File: src/rtl/bitmap_run_search_defines.svh
// Assertion macros for the bitmap run search block.
`ifndef BITMAP_RUN_SEARCH_DEFINES_SVH
`define BITMAP_RUN_SEARCH_DEFINES_SVH

`ifndef NO_ASSERTIONS

// Property that must hold at every clock edge outside reset.
`define BRS_ASSERT(lbl, prop) \
  lbl: assert property (@(posedge clk_i) disable iff (!rst_ni) prop) \
    else $error("bitmap_run_search assertion failed");

// Condition that must never be true outside reset.
`define BRS_NEVER(lbl, cond) \
  lbl: assert property (@(posedge clk_i) disable iff (!rst_ni) !(cond)) \
    else $error("bitmap_run_search forbidden condition seen");

`else

`define BRS_ASSERT(lbl, prop)
`define BRS_NEVER(lbl, cond)

`endif

`endif

File: src/rtl/brs_pkg.sv
// Shared types and constants of the bitmap run search block.
package brs_pkg;

  // Width of index, length and answer fields.
  localparam int FW = 13;
  // Width of the word index field and the number of words it reaches.
  localparam int WIW = 6;
  localparam int WR_WORDS = 2 ** WIW;
  // Width of the stored word field.
  localparam int WDW = 64;

  // Item kinds.
  typedef enum logic [2:0] {
    KIND_WRITE      = 3'd0,
    KIND_FIND_FIRST = 3'd1,
    KIND_FIND_LAST  = 3'd2,
    KIND_COUNT_UP   = 3'd3,
    KIND_COUNT_DOWN = 3'd4,
    KIND_TEST_FWD   = 3'd5,
    KIND_TEST_BWD   = 3'd6,
    KIND_NONE       = 3'd7
  } kind_e;

endpackage

File: src/rtl/brs_ram.sv
// Generic one-write one-read RAM with registered read data.
module brs_ram #(
  parameter int WIDTH = 64,
  parameter int DEPTH = 64
) (
  input  logic                                       clk_i,
  input  logic                                       we_i,
  input  logic [(DEPTH > 1 ? $clog2(DEPTH) : 1)-1:0] waddr_i,
  input  logic [WIDTH-1:0]                           wdata_i,
  input  logic [(DEPTH > 1 ? $clog2(DEPTH) : 1)-1:0] raddr_i,
  output logic [WIDTH-1:0]                           rdata_o
);

  logic [WIDTH-1:0] mem_q [DEPTH];

  // Write one entry, register the read data.
  always_ff @(posedge clk_i) begin
    if (we_i) begin
      mem_q[waddr_i] <= wdata_i;
    end
    rdata_o <= mem_q[raddr_i];
  end

endmodule

File: src/rtl/bitmap_run_search.sv
// Top level of the bitmap run search block: sequencer, bit walker and word store.
//
//   channel   direction  handshake                  fields
//   item      in         start & !busy              kind, word_index, word_data,
//                                                   first_index, last_index, run_length
//   result    out        result_valid_o (1 cycle)   answer, found
//
// A write or an immediate answer goes straight to the result cycle. A walk first
// splits the start position into word index and bit offset (reciprocal multiply),
// then evaluates one bit at a time, fetching and loading each word inside the map
// through the single RAM read port, and ends with the result cycle.
// Reset clears the word valid bits at once, so the bitmap reads as zero.
// The receiver cannot stall; busy stays high until the result cycle has passed.
`include "bitmap_run_search_defines.svh"

module bitmap_run_search #(
  parameter int MAP_BITS  = 4096,
  parameter int WORD_BITS = 64
) (
  input  logic                         clk_i,
  input  logic                         rst_ni,
  input  logic                         start,
  input  logic [2:0]                   kind_i,
  input  logic [brs_pkg::WIW-1:0]      word_index_i,
  input  logic [brs_pkg::WDW-1:0]      word_data_i,
  input  logic [brs_pkg::FW-1:0]       first_index_i,
  input  logic [brs_pkg::FW-1:0]       last_index_i,
  input  logic [brs_pkg::FW-1:0]       run_length_i,
  output logic                         busy,
  output logic                         result_valid_o,
  output logic [brs_pkg::FW-1:0]       answer_o,
  output logic                         found_o
);
  import brs_pkg::*;

  localparam int NUM_WORDS = (MAP_BITS + WORD_BITS - 1) / WORD_BITS;
  localparam int RD  = NUM_WORDS < WR_WORDS ? NUM_WORDS : WR_WORDS;
  localparam int RAW = RD > 1 ? $clog2(RD) : 1;
  localparam int PW  = ($clog2(MAP_BITS + 1) > FW ? $clog2(MAP_BITS + 1) : FW) + 1;
  localparam int OW  = $clog2(WORD_BITS);
  localparam int SH  = PW + OW;
  localparam int MW  = 2 * PW + 1;

  localparam logic [PW-1:0]   MAP_P   = PW'(MAP_BITS);
  localparam logic [PW-1:0]   MAP_M1  = PW'(MAP_BITS - 1);
  localparam logic [OW-1:0]   OFF_TOP = OW'(WORD_BITS - 1);
  localparam logic [PW-1:0]   WB_P    = PW'(WORD_BITS);
  localparam logic [PW:0]     RECIP   =
    (PW+1)'(((64'd1 << SH) + 64'(WORD_BITS) - 64'd1) / 64'(WORD_BITS));

  localparam logic [2:0] S_IDLE  = 3'd0;
  localparam logic [2:0] S_DIV   = 3'd1;
  localparam logic [2:0] S_FETCH = 3'd2;
  localparam logic [2:0] S_LOAD  = 3'd3;
  localparam logic [2:0] S_EVAL  = 3'd4;
  localparam logic [2:0] S_DONE  = 3'd5;

  logic [2:0]           state_q, state_d;
  kind_e                kind_q, kind_d;
  logic [FW-1:0]        first_q, first_d, last_q, last_d, len_q, len_d;
  logic [PW-1:0]        p_q, p_d, lim_q, lim_d, run_q, run_d, quo_q, quo_d;
  logic [OW-1:0]        off_q, off_d;
  logic [WORD_BITS-1:0] w_q, w_d;
  logic [FW-1:0]        ans_q, ans_d;
  logic                 found_q, found_d;
  logic [RD-1:0]        valid_q, valid_d;

  logic                 ram_we;
  logic [RAW-1:0]       ram_waddr;
  logic [WORD_BITS-1:0] ram_rdata;

  logic [PW-1:0]        first_x, last_x, len_x, run_n, p_n, start_p;
  logic [MW-1:0]        prod;
  logic [PW-1:0]        quo_n, off_n;
  logic                 bit_v, step_up, wrap, first_le_last;

  // Word store.
  brs_ram #(
    .WIDTH(WORD_BITS),
    .DEPTH(RD)
  ) u_ram (
    .clk_i   (clk_i),
    .we_i    (ram_we),
    .waddr_i (ram_waddr),
    .wdata_i (word_data_i[WORD_BITS-1:0]),
    .raddr_i (quo_q[RAW-1:0]),
    .rdata_o (ram_rdata)
  );

  assign ram_waddr      = RAW'(word_index_i);
  assign busy           = (state_q != S_IDLE);
  assign result_valid_o = (state_q == S_DONE);
  assign answer_o       = ans_q;
  assign found_o        = found_q;

  // Sequencer and shared walk unit.
  always_comb begin
    state_d = state_q;
    kind_d  = kind_q;
    first_d = first_q;
    last_d  = last_q;
    len_d   = len_q;
    p_d     = p_q;
    lim_d   = lim_q;
    run_d   = run_q;
    quo_d   = quo_q;
    off_d   = off_q;
    w_d     = w_q;
    ans_d   = ans_q;
    found_d = found_q;
    valid_d = valid_q;
    ram_we  = 1'b0;

    first_x = PW'(first_index_i);
    last_x  = PW'(last_index_i);
    len_x   = PW'(len_q);
    first_le_last = (first_index_i <= last_index_i);
    start_p = first_x;

    prod  = MW'(p_q) * MW'(RECIP);
    quo_n = PW'(prod >> SH);
    off_n = p_q - quo_n * WB_P;

    bit_v   = (p_q < MAP_P) ? w_q[off_q] : 1'b0;
    run_n   = bit_v ? run_q + PW'(1) : '0;
    step_up = (kind_q == KIND_FIND_FIRST) || (kind_q == KIND_COUNT_UP) ||
              (kind_q == KIND_TEST_FWD);
    p_n     = step_up ? p_q + PW'(1) : p_q - PW'(1);
    wrap    = step_up ? (off_q == OFF_TOP) : (off_q == '0);

    unique case (state_q)
      S_IDLE: begin
        if (start) begin
          kind_d  = kind_e'(kind_i);
          first_d = first_index_i;
          last_d  = last_index_i;
          len_d   = run_length_i;
          run_d   = '0;
          ans_d   = '0;
          found_d = 1'b0;
          state_d = S_DIV;
          unique case (kind_e'(kind_i))
            KIND_WRITE: begin
              if (32'(word_index_i) < RD) begin
                ram_we = 1'b1;
                valid_d[ram_waddr] = 1'b1;
              end
              state_d = S_DONE;
            end
            KIND_FIND_FIRST: begin
              lim_d   = (last_x < MAP_P) ? last_x : MAP_P;
              if (run_length_i == '0) begin
                ans_d   = first_le_last ? first_index_i : last_index_i;
                found_d = first_le_last;
                state_d = S_DONE;
              end
            end
            KIND_FIND_LAST: begin
              lim_d   = first_x;
              start_p = (last_x < MAP_M1) ? last_x : MAP_M1;
              if (run_length_i == '0) begin
                ans_d   = first_le_last ? last_index_i + FW'(1) : first_index_i;
                found_d = first_le_last;
                state_d = S_DONE;
              end else if (last_x < first_x + PW'(run_length_i)) begin
                ans_d   = first_index_i;
                state_d = S_DONE;
              end
            end
            KIND_COUNT_UP, KIND_TEST_FWD: begin
              start_p = first_x;
            end
            KIND_COUNT_DOWN, KIND_TEST_BWD: begin
              start_p = last_x;
            end
            default: begin
              state_d = S_DONE;
            end
          endcase
          p_d = start_p;
        end
      end
      // Split the start position into word index and bit offset.
      S_DIV: begin
        quo_d   = quo_n;
        off_d   = off_n[OW-1:0];
        state_d = (p_q < MAP_P) ? S_FETCH : S_EVAL;
      end
      S_FETCH: begin
        state_d = S_LOAD;
      end
      // Capture the word; never-written words read as zero.
      S_LOAD: begin
        w_d = ((quo_q < PW'(RD)) && valid_q[quo_q[RAW-1:0]]) ? ram_rdata : '0;
        state_d = S_EVAL;
      end
      S_EVAL: begin
        priority if ((kind_q == KIND_FIND_FIRST) && (p_q >= lim_q)) begin
          ans_d   = last_q;
          state_d = S_DONE;
        end else if ((kind_q == KIND_FIND_LAST) && (p_q <= lim_q)) begin
          ans_d   = first_q;
          state_d = S_DONE;
        end else if ((kind_q == KIND_FIND_FIRST) || (kind_q == KIND_FIND_LAST)) begin
          run_d = run_n;
          if (run_n == len_x) begin
            ans_d   = (kind_q == KIND_FIND_FIRST) ? FW'(p_q - len_x + PW'(1)) : FW'(p_q);
            found_d = 1'b1;
            state_d = S_DONE;
          end
        end else if (!bit_v) begin
          if ((kind_q == KIND_COUNT_UP) || (kind_q == KIND_COUNT_DOWN)) begin
            ans_d   = FW'(run_q);
            found_d = (run_q != '0);
          end else begin
            found_d = (run_q >= len_x);
          end
          state_d = S_DONE;
        end else begin
          run_d = run_n;
        end
        // Advance one bit unless finishing.
        if (state_d == S_EVAL) begin
          p_d = p_n;
          if (wrap) begin
            off_d = step_up ? '0 : OFF_TOP;
            quo_d = step_up ? quo_q + PW'(1) : quo_q - PW'(1);
            if (p_n < MAP_P) begin
              state_d = S_FETCH;
            end
          end else begin
            off_d = step_up ? off_q + OW'(1) : off_q - OW'(1);
          end
        end
      end
      S_DONE: begin
        state_d = S_IDLE;
      end
      default: begin
        state_d = S_IDLE;
      end
    endcase
  end

  // Control state.
  always_ff @(posedge clk_i or negedge rst_ni) begin
    if (!rst_ni) begin
      state_q <= S_IDLE;
      valid_q <= '0;
      ans_q   <= '0;
      found_q <= 1'b0;
    end else begin
      state_q <= state_d;
      valid_q <= valid_d;
      ans_q   <= ans_d;
      found_q <= found_d;
    end
  end

  // Walk payload.
  always_ff @(posedge clk_i) begin
    kind_q  <= kind_d;
    first_q <= first_d;
    last_q  <= last_d;
    len_q   <= len_d;
    p_q     <= p_d;
    lim_q   <= lim_d;
    run_q   <= run_d;
    quo_q   <= quo_d;
    off_q   <= off_d;
    w_q     <= w_d;
  end

  `BRS_ASSERT(a_accept_busy, (start && !busy) |=> busy)
  `BRS_ASSERT(a_strobe_single, result_valid_o |=> !result_valid_o)
  `BRS_ASSERT(a_strobe_while_busy, result_valid_o |-> busy)
  `BRS_NEVER(a_offset_range, (state_q == S_EVAL) && (32'(off_q) >= WORD_BITS))

endmodule
File: config.mk
export PLATFORM = sky130hd
export DESIGN_NAME = bitmap_run_search
export DESIGN_NICKNAME = d
export VERILOG_FILES = /design/src/rtl/brs_pkg.sv /design/src/rtl/brs_ram.sv /design/src/rtl/bitmap_run_search.sv
export VERILOG_INCLUDE_DIRS = /design/src /design/src/rtl
export SDC_FILE = /design/constraint.sdc
export NUM_CORES = 2
export LEC_CHECK = 0
export BUFFER_PORTS_ARGS = -buffer_cell sky130_fd_sc_hd__buf_2
export CELL_PAD_IN_SITES_DETAIL_PLACEMENT = 1
export CELL_PAD_IN_SITES_GLOBAL_PLACEMENT = 1
export CORE_MARGIN = 1.5
export CORE_UTILIZATION = 45
export DETAILED_ROUTE_END_ITERATION = 16
export HOLD_SLACK_MARGIN = 0.15
export PLACE_DENSITY_LB_ADDON = 0.08
export SYNTH_ARGS = -nofsm -noshare
export SYNTH_HDL_FRONTEND = slang
export SYNTH_SLANG_ARGS = --single-unit
File: constraint.sdc
create_clock -name clk_i -period 15.6 [get_ports clk_i]
set_clock_uncertainty 0.15 [all_clocks]
set_input_delay 1.56 -clock clk_i [delete_from_list [all_inputs] [get_ports clk_i]]
set_output_delay 1.56 -clock clk_i [all_outputs]
set_load 0.01 [all_outputs]
# Yosys cells after proc, flatten, opt, wreduce, memory -nomap -nowiden
# Memory sizes are Yosys's and may differ from the RTL's. A register that Yosys moved wholly into a read port is not among the register bits.
# Index checks and enable logic that the tools add are counted.
# W data, S select, Z words.
# word_totals
elab_cells	179
ram_bits	4096
memories	1
output_inout_bits	16
in_bits	115
reg_bits	249
# mem_list
name	depth	width	read_ports	rd_clocked_by_memory_dff	wr	line_no	source
u_ram.mem_q	64	64	1	1	1	brs_ram.sv:14	logic [WIDTH-1:0] mem_q [DEPTH];
# op_classes
eq_ne	30
order_cmp	14
n_reduce_logical	29
n_bitwise	1
muxes	78
add_sub_neg	12
# op_table
cell	count
$mux W13	15
$mux W14	12
$pmux W14 S2	4
$pmux W13 S2	3
$or A64 B64 Y64	1
$add A14 B1 Y14 const B	3
$mux W3	14
$lt A14 B13 Y1 const B	2
$sub A14 B1 Y14 const B	2
$add A13 B1 Y13 const B	2
$eq A3 B3 Y1 const B	8
$mux W6	4
$lt A6 B7 Y1 const B	3
$mux W1	19
$eq A3 B2 Y1 const B	6
$ne A5 B5 Y1 const B	3
$pmux W3 S5	1
$add A13 B13 Y14	1
$eq A14 B13 Y1	1
$ge A14 B13 Y1	1
$ge A14 B14 Y1	1
$le A14 B14 Y1	1
$lt A13 B14 Y1	1
$lt A14 B7 Y1 const B	1
30 further kinds	55

# Depth between registers and ports, before layout
# logic_depth
word_depth	14
depth_mapped	23
ltp_nobuf	22

# Hierarchy
# A second synthesis with hierarchy kept.
# hier_totals
hier_cells	8317
hier_area_um2	172807.0
# modules_own_cells
module	cells_per_inst	n_inst	area_each_um2	seq_area_each_um2
brs_ram	6798	1	156807.9	124279.2
bitmap_run_search	1519	1	15999.1	7041.8

# Worst setup path after synthesis
# Ideal clock, no wire load.
# synth_timing
kind	input port to flip-flop
from	in start
to	mem u_ram.mem_q[59][0], enable pin
n_path_buf	0
slack_ps	8852
setup_ps	487
cell_stages	6
t_required_ps	14963
t_arrival_ps	6110
path_cell_list	inv_1 > or2_2 > inv_1 > and4_1 > nand3_1 > nor2_1
# synth_via
elab_chain_len	4
# synth_rtl
element	line_no	source
from (decl)	bitmap_run_search.sv:22	input logic start,
$mux W1	bitmap_run_search.sv:133	if (start) begin
$mux W1	bitmap_run_search.sv:131	unique case (state_q)
$mux W1	brs_ram.sv:18	if (we_i) begin
$mux W1 (implied by the code)	brs_ram.sv:19	mem_q[waddr_i] <= wdata_i;
to (decl)	brs_ram.sv:14	
# Every way passes these cells.

==> impl_metrics.py <==
metrics = {
    "outcome": {
        "status": "finished, final reports clean",
    },
    "worst_setup_path": {
        "r2r_setup_slack_ps": 9350,
        "cp-start-kind": "register",
        "reg2reg_to": "u_ram.rdata_o[54]",
        "cp-end-kind": "register",
        "ff2ff_path_depth": 9,
        "cp.required_ps": 16310,
        "crit_type": "reg -> reg",
        "cp_max_fo": 54,
        "r2r-start": "quo_q[1]",
        "worstPathArrival_ps": 6960,
    },
    "routing": {
        "first_iter_violations": 9610,
        "first_pass_iters": 5,
        "antenna_left": 0,
        "num_vias": 83600,
        "drt_wl_total_microns": 512000,
        "vias_per_cell": 6.27,
        "drcViolationCount": 0,
        "post_drt_wl_per_cell_microns": 38.4,
    },
    "clock_tree": {
        "cts_setup_buffers": 0,
        "clk_latency_ps": 990,
        "clk_path_buf_depth": 4,
        "cts-root-buf": "clkbuf_16",
        "h-tree-depth": 5,
        "cts-resized-gates": 0,
        "clock_sinks": 4408,
        "cts_hold_buf": 0,
        "path_clk_slew_ps": 60,
        "cts_tree": "done",
        "numCtsBuffers": 462,
    },
    "global_route": {
        "gr-total-overflow": 0,
        "grt_usage": 0.264,
        "grt_pass1_wl_microns": 709000,
        "first_global_vias": 86300,
        "antenna_found_initial": 66,
        "grt_max_degree": 119,
    },
    "yosys": {
        "synth_edf_count": 4263,
        "synth-compound-area-share": 0.0140,
        "synth-async-reset-ratio": 0.0184,
        "synth_ff_type": "edfxtp_1",
        "syn-num-nets": 7631,
        "ys_seq_area_frac": 0.763,
        "syn_area_sq_um": 172000,
        "synth_seq_cells": 4408,
        "syn_area_per_cell_sq_um": 23.3,
        "syn_inst": 7393,
        "ys_warn_count": 0,
        "synth_top_family_by_area": "multiplexers",
        "synth_mux_area_frac": 0.182,
        "ys_types": 87,
        "synthSimpleGateAreaFrac": 0.0173,
        "synthAdderAreaFrac": 0.00916,
        "synth-xor-area-share": 0.00344,
    },
    "hold_path": {
        "hp-start": "valid_q[58]",
        "min_to": "valid_q[58]",
        "whs_path_depth": 1,
        "holdCritPathClass": "reg -> reg",
    },
    "pwr": {
        "leakage_nw": 62.1,
        "power_density_nw_per_um2": 167,
        "peakVddDrop_uv": 114,
    },
    "sta": {
        "hold_violations": 0,
        "setup_viol": 0,
        "fmax_mhz": 160,
        "tightest_slew_ps": 1310,
        "min_period_ps": 6250,
        "grt_setup_unrepaired": "false",
        "fin_setup_tns_ps": 0,
        "finalCritPeriodShare": 0.401,
        "maxSlewViolCount": 0,
        "setup_ws_ps": 9350,
        "maxSlewHeadroom": 0.129,
    },
    "floorplanning": {
        "dieArea_sq_um": 386000,
        "io_pins": 131,
        "coreArea_sq_um": 380000,
        "die_w_microns": 621,
        "fp.dieH_microns": 621,
        "start_util": 0.453,
        "rows": 226,
    },
    "run": {
        "maxCapViolations": 0,
    },
    "place": {
        "io_buffers": 130,
        "place_hpwl_microns": 302000,
        "place_congestion": 0.822,
        "pre_cts_ws_ps": 8830,
    },
    "finish": {
        "utilization": 0.514,
        "area_growth_pct": 13.5,
        "drive_gt1_frac": 0.315,
        "final_nets": 8135,
    },
}
[worst max-delay path, stage by stage, from the launching register on]
cell      delay (ps)
edfxtp_1         330
buf_4            460
buf_4            770
buf_4            660
buf_4            810
buf_4            720
buf_4            530
mux4_2           390
mux4_2           560
mux4_2           470
[area by class of cell]
type | instances | area [sq um]
multi-input combinational | 2540 | 39500
antenna | 25 | 62.6
timing repair buffer | 402 | 2820
fill | 32500 | 184000
clock buffer | 589 | 12400
sequential | 4408 | 131000
clock inverter | 270 | 2640
tap | 5016 | 6280
inverter | 83 | 312
[synthesized netlist by cell type, drive strengths merged (15+ instances only)]
cell	number	area [sq um]
clkbuf	249	935
nor3	33	165
edfxtp	4263	128000
inv	83	312
xor2	26	228
dfrtp	81	2030
nor4	20	125
nand3	32	160
nand2	128	480
and2	77	482
a21oi	60	308
o211ai	17	128
ha	118	1480
a21o	24	188
a31oi	15	106
a211oi	17	128
dfxtp	64	1280
nor2	153	577
o31ai	19	143
or2	70	440
mux4	1373	30900
xnor2	39	342
o21ai	65	325
mux2i	34	340
buf	113	587
[metrics by stage]
stage	std cells	total power [W]	hold WS (ps)	cell area, sq um
4_1_cts	13300	0.0330	315	195000
3_5_place_dp	12400	0.0221	300	180000
6_report	13300	0.0327	313	195000
5_1_grt	13300	0.0337	327	195000
2_1_floorplan	7393	0.0190	284	172000
3_3_place_gp	12400	0.0220	296	180000
[flip-flops by register name, indices dropped and copies added, names as in the netlist]
name           flops
quo_q             14
run_q             14
first_q           13
p_q               14
answer_o          13
kind_q             3
found_o            1
len_q             13
lim_q             13
valid_q           64
u_ram.mem_q     4096
state_q            3
last_q            13
u_ram.rdata_o     64
off_q              6
w_q               64
[layout by cell type, fill, tap and decap left out, drive strengths merged, types with 13 or more instances in the layout]
| cell type | n |
|---|---|
| edfxtp | 4263 |
| mux4 | 1373 |
| clkbuf | 589 |
| buf | 402 |
| clkinv | 203 |
| nor2 | 153 |
| nand2 | 128 |
| ha | 118 |
| inv | 93 |
| dfrtp | 81 |
| and2 | 77 |
| or2 | 70 |
| o21ai | 65 |
| dfxtp | 64 |
| a21oi | 60 |
| bufinv | 43 |
| xnor2 | 39 |
| mux2i | 34 |
| nor3 | 33 |
| nand3 | 32 |
| xor2 | 26 |
| diode | 25 |
| a21o | 24 |
| nor4 | 20 |
| o31ai | 19 |
| a211oi | 17 |
| o211ai | 17 |
| a31oi | 15 |
| nor2b | 14 |
| o21a | 14 |
| clkinvlp | 14 |
| nand2b | 13 |
[cells by family after synthesis]
| group | count (synthesis) |
|---|---|
| compound gates | 341 |
| xor+xnor | 66 |
| fa+ha+maj | 123 |
| buf+inv | 445 |
| flops | 4408 |
| mux | 1417 |
| simple gates | 593 |
[worst max-delay path by stage]
stage / cells after the start / slack, ps / end / startpoint
floorplan: 6 / 8850 / u_ram.mem_q[59][0] / start
global placement: 9 / 8850 / u_ram.mem_q[46][30] / start
detailed placement: 9 / 8830 / u_ram.mem_q[46][22] / start
CTS: 8 / 9190 / u_ram.rdata_o[49] / quo_q[0]
global route: 8 / 8950 / u_ram.rdata_o[55] / quo_q[0]
finish: 9 / 9350 / u_ram.rdata_o[54] / quo_q[1]
[power breakdown]
group          total (W)  switching [W]  internal (W)  leakage (nW)
clock             0.0110        0.00466       0.00632          7.36
combinational    0.00812        0.00451       0.00361          14.6
sequential        0.0136       0.000312        0.0133          40.1
[routing by layer]
metal	global-route usage	routed length, microns	vias to the layer above	part of all wire
li1	-	-	32700	-
met1	0.377	214000	47000	0.42
met2	0.432	251000	3196	0.49
met3	0.0376	34100	662	0.067
met4	0.0643	12800	8	0.025
met5	0	57	-	0.00011
Note: power is estimated with default switching activity, not from simulation.
